`config.mk`:
```
export PLATFORM = sky130hd
export DESIGN_NAME = voice_steal_allocator
export DESIGN_NICKNAME = d
export VERILOG_FILES = /design/src/rtl/core/vsa_pkg.sv /design/src/rtl/core/vsa_cell.sv /design/src/rtl/core/voice_steal_allocator.sv
export SDC_FILE = /design/constraint.sdc
export NUM_CORES = 2
export LEC_CHECK = 0
export BUFFER_PORTS_ARGS = -buffer_cell sky130_fd_sc_hd__buf_2
export CORE_AREA = 2 2 470 379
export DETAILED_ROUTE_END_ITERATION = 10
export DIE_AREA = 0 0 472 381
export HOLD_SLACK_MARGIN = 0.15
export PLACE_DENSITY_LB_ADDON = 0.15
export SYNTH_ARGS = -nofsm -noshare
export SYNTH_HDL_FRONTEND = slang
export SYNTH_SLANG_ARGS = --single-unit
```
`constraint.sdc`:
```
create_clock -name clk_i -period 3.35 [get_ports clk_i]
set_input_delay 0.1675 -clock clk_i [delete_from_list [all_inputs] [get_ports clk_i]]
set_output_delay 0.1675 -clock clk_i [all_outputs]
set_load 0.01 [all_outputs]
```
`src/rtl/core/vsa_pkg.sv`:
```
// Shared types and constants for the voice allocator with stealing.
package vsa_pkg;

  localparam int unsigned IdxW  = 5;
  localparam int unsigned StatW = 2;
  localparam int unsigned KeyW  = 16;
  localparam int unsigned PrioW = 8;
  localparam int unsigned AgeW  = 16;

  localparam logic [IdxW-1:0]  VoicesReset = 5'd24;
  localparam logic [KeyW-1:0]  KeyInit     = 16'hFFFF;
  localparam logic [StatW-1:0] StatFree    = 2'd0;
  localparam logic [StatW-1:0] StatKeyOff  = 2'd2;
  localparam logic             CmdAlloc    = 1'b0;
  localparam logic             CmdWrite    = 1'b1;

  typedef enum logic [1:0] {
    StIdle,
    StScan,
    StFinish
  } vsa_state_e;

  // Running search result handed from one cell to the next.
  typedef struct packed {
    logic             found;
    logic             have;
    logic [PrioW-1:0] thr;
    logic [KeyW-1:0]  best_key;
    logic [AgeW-1:0]  best_age;
    logic [IdxW-1:0]  cand;
    logic             koff;
  } vsa_scan_t;

  // Per-cell update controls from the sequencer.
  typedef struct packed {
    logic active;
    logic wr_hit;
    logic commit;
    logic chosen_hit;
  } vsa_ctl_t;

endpackage

```
`src/rtl/core/vsa_cell.sv`:
```
// One voice cell: holds a voice's state and advances the search by one voice.
module vsa_cell (
  input  logic                          clk_i,
  input  logic                          rst_ni,
  input  logic [vsa_pkg::IdxW-1:0]      cell_idx_i,
  input  vsa_pkg::vsa_ctl_t             ctl_i,
  input  logic [vsa_pkg::StatW-1:0]     wr_status_i,
  input  logic [vsa_pkg::KeyW-1:0]      wr_key_i,
  input  logic [vsa_pkg::PrioW-1:0]     prio_i,
  input  vsa_pkg::vsa_scan_t            scan_i,
  output vsa_pkg::vsa_scan_t            scan_o
);

  logic [vsa_pkg::StatW-1:0] status_q;
  logic [vsa_pkg::KeyW-1:0]  key_q;
  logic [vsa_pkg::PrioW-1:0] prio_q;
  logic [vsa_pkg::AgeW-1:0]  age_q;
  vsa_pkg::vsa_scan_t        scan_d, scan_q;

  always_comb begin
    scan_d = scan_i;
    if (ctl_i.active && !scan_i.found) begin
      if (status_q == vsa_pkg::StatFree && key_q == '0) begin
        scan_d.found = 1'b1;
        scan_d.cand  = cell_idx_i;
        scan_d.koff  = 1'b0;
      end else if (prio_q < scan_i.thr) begin
        scan_d.thr      = prio_q;
        scan_d.cand     = cell_idx_i;
        scan_d.best_key = key_q;
        scan_d.best_age = age_q;
        scan_d.have     = 1'b1;
        scan_d.koff     = (status_q == vsa_pkg::StatKeyOff);
      end else if (prio_q == scan_i.thr) begin
        if (key_q < scan_i.best_key) begin
          scan_d.cand     = cell_idx_i;
          scan_d.best_key = key_q;
          scan_d.best_age = age_q;
          scan_d.have     = 1'b1;
          scan_d.koff     = (status_q == vsa_pkg::StatKeyOff);
        end else if (key_q == scan_i.best_key && !age_q[vsa_pkg::AgeW-1]
                     && scan_i.best_age < age_q) begin
          scan_d.cand     = cell_idx_i;
          scan_d.best_age = age_q;
          scan_d.have     = 1'b1;
          scan_d.koff     = (status_q == vsa_pkg::StatKeyOff);
        end
      end
    end
  end

  always_ff @(posedge clk_i) begin
    scan_q <= scan_d;
  end

  assign scan_o = scan_q;

  always_ff @(posedge clk_i or negedge rst_ni) begin
    if (!rst_ni) begin
      status_q <= '0;
      key_q    <= '0;
      prio_q   <= '0;
      age_q    <= '0;
    end else begin
      if (ctl_i.wr_hit) begin
        status_q <= wr_status_i;
        key_q    <= wr_key_i;
        prio_q   <= prio_i;
      end
      if (ctl_i.commit && ctl_i.active) begin
        if (ctl_i.chosen_hit) begin
          age_q  <= '0;
          prio_q <= prio_i;
        end else begin
          age_q <= age_q + 1'b1;
        end
      end
    end
  end

endmodule

```
`src/rtl/core/voice_steal_allocator.sv`:
```
// Top level of the voice allocator with stealing: sequencer and row of voice cells.
// An item on the input channel is either a write of one voice's status, key and
// priority (cmd 1) or an allocation request for a note of given priority (cmd 0).
// Each item yields exactly one result item on the output channel; a write gives
// an all-zero result. An allocation passes a search record down the row of
// MAX_VOICES cells, one cell per cycle, while the sequencer stays in its scan
// state; a write goes straight from idle to the finish state, which loads the
// result into the output register.
// One item is in work at a time; the next one is accepted once the sequencer is
// back in its idle state, even while the previous result still waits in the
// output register.
// When the receiver stalls, the finished item holds in the sequencer until the
// output register frees up, and no state update happens before that.
// The voices_in_use register is written through cfg_we_i and cfg_wdata_i at
// any edge and must only change while the block is idle.
// Reset clears every voice to free with zero key, priority and age, sets
// voices_in_use to 24 and empties the output register.
module voice_steal_allocator #(
  parameter int unsigned MAX_VOICES = 24
) (
  input  logic                          clk_i,
  input  logic                          rst_ni,
  input  logic                          cfg_we_i,
  input  logic [vsa_pkg::IdxW-1:0]      cfg_wdata_i,
  input  logic                          in_valid_i,
  output logic                          in_ready_o,
  input  logic                          cmd_i,
  input  logic [vsa_pkg::PrioW-1:0]     note_priority_i,
  input  logic [vsa_pkg::IdxW-1:0]      voice_index_i,
  input  logic [vsa_pkg::StatW-1:0]     voice_status_i,
  input  logic [vsa_pkg::KeyW-1:0]      voice_key_i,
  output logic                          out_valid_o,
  input  logic                          out_ready_i,
  output logic [vsa_pkg::IdxW-1:0]      chosen_voice_o,
  output logic                          got_voice_o,
  output logic                          key_off_request_o
);

  localparam int unsigned CntW = (MAX_VOICES > 1) ? $clog2(MAX_VOICES) : 1;

  vsa_pkg::vsa_state_e       state_q, state_d;
  logic [CntW-1:0]           cnt_q, cnt_d;
  logic [vsa_pkg::IdxW-1:0]  voices_q;
  logic [vsa_pkg::PrioW-1:0] prio_q;
  logic                      is_wr_q;
  logic                      out_valid_q, out_valid_d;
  logic [vsa_pkg::IdxW-1:0]  chosen_q, chosen_d;
  logic                      got_q, got_d;
  logic                      koff_q, koff_d;

  logic                      in_acc;
  logic                      out_free;
  logic                      wr_now;
  logic                      commit;
  logic                      found_any;
  logic [vsa_pkg::PrioW-1:0] cell_prio;

  vsa_pkg::vsa_scan_t        chain [MAX_VOICES+1];
  vsa_pkg::vsa_scan_t        rec;

  assign in_acc   = in_valid_i && in_ready_o;
  assign out_free = !out_valid_q || out_ready_i;
  assign rec      = chain[MAX_VOICES];
  assign found_any = rec.found || rec.have;

  always_comb begin
    chain[0]          = '0;
    chain[0].thr      = prio_q;
    chain[0].best_key = vsa_pkg::KeyInit;
  end

  // Next state.
  always_comb begin
    state_d = state_q;
    cnt_d   = cnt_q;
    case (state_q)
      vsa_pkg::StIdle: begin
        if (in_acc) begin
          if (cmd_i == vsa_pkg::CmdWrite) begin
            state_d = vsa_pkg::StFinish;
          end else begin
            state_d = vsa_pkg::StScan;
            cnt_d   = CntW'(MAX_VOICES - 1);
          end
        end
      end
      vsa_pkg::StScan: begin
        if (cnt_q == '0) begin
          state_d = vsa_pkg::StFinish;
        end else begin
          cnt_d = cnt_q - 1'b1;
        end
      end
      vsa_pkg::StFinish: begin
        if (out_free) begin
          state_d = vsa_pkg::StIdle;
        end
      end
      default: begin
        state_d = vsa_pkg::StIdle;
      end
    endcase
  end

  // Outputs of the sequencer.
  always_comb begin
    in_ready_o  = 1'b0;
    wr_now      = 1'b0;
    commit      = 1'b0;
    out_valid_d = out_valid_q && !out_ready_i;
    chosen_d    = chosen_q;
    got_d       = got_q;
    koff_d      = koff_q;
    case (state_q)
      vsa_pkg::StIdle: begin
        in_ready_o = 1'b1;
        wr_now     = in_valid_i && (cmd_i == vsa_pkg::CmdWrite);
      end
      vsa_pkg::StScan: begin
      end
      vsa_pkg::StFinish: begin
        if (out_free) begin
          out_valid_d = 1'b1;
          if (is_wr_q) begin
            chosen_d = '0;
            got_d    = 1'b0;
            koff_d   = 1'b0;
          end else begin
            commit   = found_any;
            chosen_d = found_any ? rec.cand : voices_q;
            got_d    = found_any;
            koff_d   = found_any && rec.koff;
          end
        end
      end
      default: begin
      end
    endcase
  end

  assign cell_prio = wr_now ? note_priority_i : prio_q;

  always_ff @(posedge clk_i or negedge rst_ni) begin
    if (!rst_ni) begin
      state_q     <= vsa_pkg::StIdle;
      cnt_q       <= '0;
      voices_q    <= vsa_pkg::VoicesReset;
      out_valid_q <= 1'b0;
    end else begin
      state_q     <= state_d;
      cnt_q       <= cnt_d;
      out_valid_q <= out_valid_d;
      if (cfg_we_i) begin
        voices_q <= cfg_wdata_i;
      end
    end
  end

  always_ff @(posedge clk_i) begin
    if (in_acc) begin
      prio_q  <= note_priority_i;
      is_wr_q <= (cmd_i == vsa_pkg::CmdWrite);
    end
    chosen_q <= chosen_d;
    got_q    <= got_d;
    koff_q   <= koff_d;
  end

  for (genvar i = 0; i < MAX_VOICES; i++) begin : g_cell
    vsa_pkg::vsa_ctl_t ctl;

    always_comb begin
      ctl.active     = 32'(voices_q) > i;
      ctl.wr_hit     = wr_now && (32'(voice_index_i) == i);
      ctl.commit     = commit;
      ctl.chosen_hit = (32'(rec.cand) == i);
    end

    vsa_cell u_cell (
      .clk_i       (clk_i),
      .rst_ni      (rst_ni),
      .cell_idx_i  (vsa_pkg::IdxW'(i)),
      .ctl_i       (ctl),
      .wr_status_i (voice_status_i),
      .wr_key_i    (voice_key_i),
      .prio_i      (cell_prio),
      .scan_i      (chain[i]),
      .scan_o      (chain[i+1])
    );
  end

  assign out_valid_o       = out_valid_q;
  assign chosen_voice_o    = chosen_q;
  assign got_voice_o       = got_q;
  assign key_off_request_o = koff_q;

endmodule

```
==> metrics.yaml <==
run_status:
  status: "finished, final reports clean"
synth:
  ys_types: 92
  ys_seq_area_frac: 0.472
  syn-cell-area_um2: 101000
  synth.net_count: 10700
  ys.flop_type: "dfxtp_1"
  ys_ff_latch: 2118
  synth_edf_count: 16
  synth.area.top_cells: "dfrtp_1, dfxtp_1, mux2_2"
  async_reset_ff_frac: 0.482
  synth.most_common_cell: "dfxtp_1"
  syn_avg_cell_area_um2: 10.3
  yosys.area.top_type: "dfrtp_1"
  synth.top_cells.by_count: "dfxtp_1, mux2_2, dfrtp_1"
  netlist.area_leader.share: 0.252
  netlist_instances: 9770
  synth.yosys.warnings: 0
routing:
  firstDrtPassIters: 5
  ant_nets: 0
  initialDrtViolationCount: 6458
  drc_errors: 0
  vias_per_cell: 5.86
  drt-wirelength-per-cell_um: 22.2
  dr_total_vias: 73500
  drt-total-wl_um: 279000
die:
  die_h_um: 381
  ios: 51
  placeableCoreArea_um2: 175000
  initial_utilization: 0.576
  rows: 138
  die_area_um2: 180000
  die_w_um: 472
timing:
  setup_viol: 0
  rsz0062_at_grt: "false"
  fin_skew_ns: 0.0348
  fin_hold_ws_ns: 0.245
  period_minus_slack_ns: 3.22
  max_freq_mhz: 311
  slew_violations: 0
  setup_tns_ns: 0
  worst_slew_pin_slew_ns: 1.27
  finalCritPeriodShare: 0.961
  slew_headroom: 0.155
  hold_viol_final: 0
setup_path:
  startpoint_type: "register"
  crit-reg2reg-launch: "state_q[1]"
  worstPathRequired_ns: 4.12
  cp_max_fo: 21
  worstSetupPathType: "reg2reg"
  critPathLaunch: "state_q[1]"
  crit_path_end_kind: "register"
  critical_path_arrival_ns: 3.99
global_routing:
  grt_pass1_wl_um: 429000
  overflow: 0
  antenna_found_initial: 13
  grt_pass1_vias: 73200
  grt_usage: 0.307
  grt_max_degree: 81
finish:
  instances_no_fill: 12500
  seq_area_um2: 47700
  multi_input_area_um2: 48600
  synthToLayoutAreaGrowth_pct: 12.0
  fin_util: 0.645
  drive_gt1_frac: 0.180
  fin_nets: 11000
  postLayoutCellArea_um2: 113000
  fill_cells: 13900
pwr:
  peakVddDrop_uv: 612
  leakage_uw: 0.0512
  pwr_density_cell_nw_per_um2: 920
min_path:
  worstHoldStart: "cfg_wdata_i[1]"
  hold_path_class: "in2reg"
place:
  dp_cells: 12100
  place_area_um2: 105000
  gp_congestion: 0.934
  post-dp-hpwl_um: 205000
  io_buffers: 50
clocking:
  clock_path_buffers: 3
  tritoncts_num_sinks: 2118
  cts_buffers: 204
  clk_pin_slew_ns: 0.07
  cts_max_level: 4
  clkLatencyLatePin_ns: 0.84
  cts_tree: "done"
  root_buffer: "clkbuf_16"
  post_cts_buffers: 0
job:
  max_cap_violations: 0
-- routing by layer --
layer  wire length (um)  GRT usage  share of wire  up-vias
li1                   -          -              -    34700
met1             126000      0.438           0.45    36100
met2             125000      0.479           0.45     2093
met3              18900     0.0540          0.068      484
met4               8880     0.0924          0.032        6
met5                 39          0        0.00014        -
-- cell type report --
cell class / count / share of cell area
clock inverters: 87 / 0.0102
flip-flops and latches: 2118 / 0.421
well taps: 2310 / 0.0255
repair buffers: 355 / 0.0259
inverters: 1011 / 0.0335
diodes: 5 / 0.000110
clock buffers: 300 / 0.0545
multi-input cells: 6352 / 0.429
-- through the flow --
stage | total power (uW) | worst slack, ns
after floorplan | 64900 | 0.171
after global placement | 77200 | 0.114
after detailed placement | 78600 | 0.00592
after CTS | 104000 | 0.126
after global routing | 111000 | 0.000476
final | 104000 | 0.131
-- worst max-delay path, cell delays in order (launching register included) --
cell	delay [ns]
dfrtp_1	0.42
nor3b_1	0.28
and2_1	0.32
nand2b_1	0.14
buf_12	0.18
nor4_2	0.21
buf_6	0.28
nand2_1	0.07
dlygate4sd3_1	0.57
o21ai_0	0.06
dlygate4sd3_1	0.57
-- kinds of logic (layout without fill, tap and decap cells) --
logic type	count (synthesis)	after routing	synth area share
muxes	1145	1145	0.127
adders and majority gates	932	932	0.115
xor gates and xnor gates	198	198	0.0172
AOI/OAI and AO/OA	1628	1628	0.0970
buffers and inverters	1300	1753	0.0496
and+or+nand+nor	2449	2449	0.122
other	0	5	0
DFF	2118	2118	0.472
-- report_power, final --
group	switching [uW]	total (uW)	internal (uW)
combinational	21600	39100	17500
sequential	6110	40100	33900
clock	10200	25000	14800
-- registers in the layout, indices dropped and copies added, names as in the netlist --
signal and flops:
chosen_voice_o 5, cnt_q 5, g_cell.u_cell.age_q 384, g_cell.u_cell.key_q 384, g_cell.u_cell.prio_q 192, g_cell.u_cell.scan_o 1081, g_cell.u_cell.status_q 48, got_voice_o 1
is_wr_q 1, key_off_request_o 1, out_valid_o 1, prio_q 8, state_q 2, voices_q 5
-- layout by cell type, fill, tap and decap left out, types with 46 or more instances in the layout --
| cell | count |
|---|---|
| dfxtp_1 | 1081 |
| mux2_2 | 1039 |
| dfrtp_1 | 1019 |
| inv_1 | 1010 |
| ha_1 | 932 |
| o21ai_0 | 596 |
| nand2_1 | 583 |
| nor2_1 | 573 |
| a21oi_1 | 461 |
| nand3_1 | 243 |
| buf_4 | 242 |
| nand4_1 | 219 |
| clkbuf_16 | 216 |
| xnor2_1 | 187 |
| a21o_1 | 143 |
| nor4_1 | 124 |
| nor3_1 | 97 |
| mux2_1 | 96 |
| nand2b_1 | 95 |
| nor2b_1 | 83 |
| or3_1 | 81 |
| and3_1 | 59 |
| and2_1 | 54 |
| o21a_1 | 51 |
| or2_2 | 49 |
| buf_2 | 49 |
| or4_1 | 46 |
-- worst paths after layout --
| check | endpoint | slack [ns] | depth (start not counted) |
|---|---|---|---|
| max reg2reg | g_cell[2].u_cell.key_q[0] | 0.13 | 10 |
| min | voices_q[1] | 0.25 | 3 |
| min in group asynchronous | g_cell[22].u_cell.age_q[4] | 0.31 | 3 |
| max | g_cell[2].u_cell.key_q[0] | 0.13 | 10 |
| max in group asynchronous | g_cell[10].u_cell.key_q[1] | 2.31 | 4 |
| min reg2reg | g_cell[22].u_cell.scan_o[5] | 0.40 | 1 |
-- repair_timing --
item | 4_1_cts | 5_1_grt
endpoints found under the setup margin | 7 | 47
resized for setup | 1 | 6
hold endpoints to repair | 1204 | 0
gates cloned | 0 | 0
hold buffers | 41 | 0
Power figures use the tool's default switching activity.
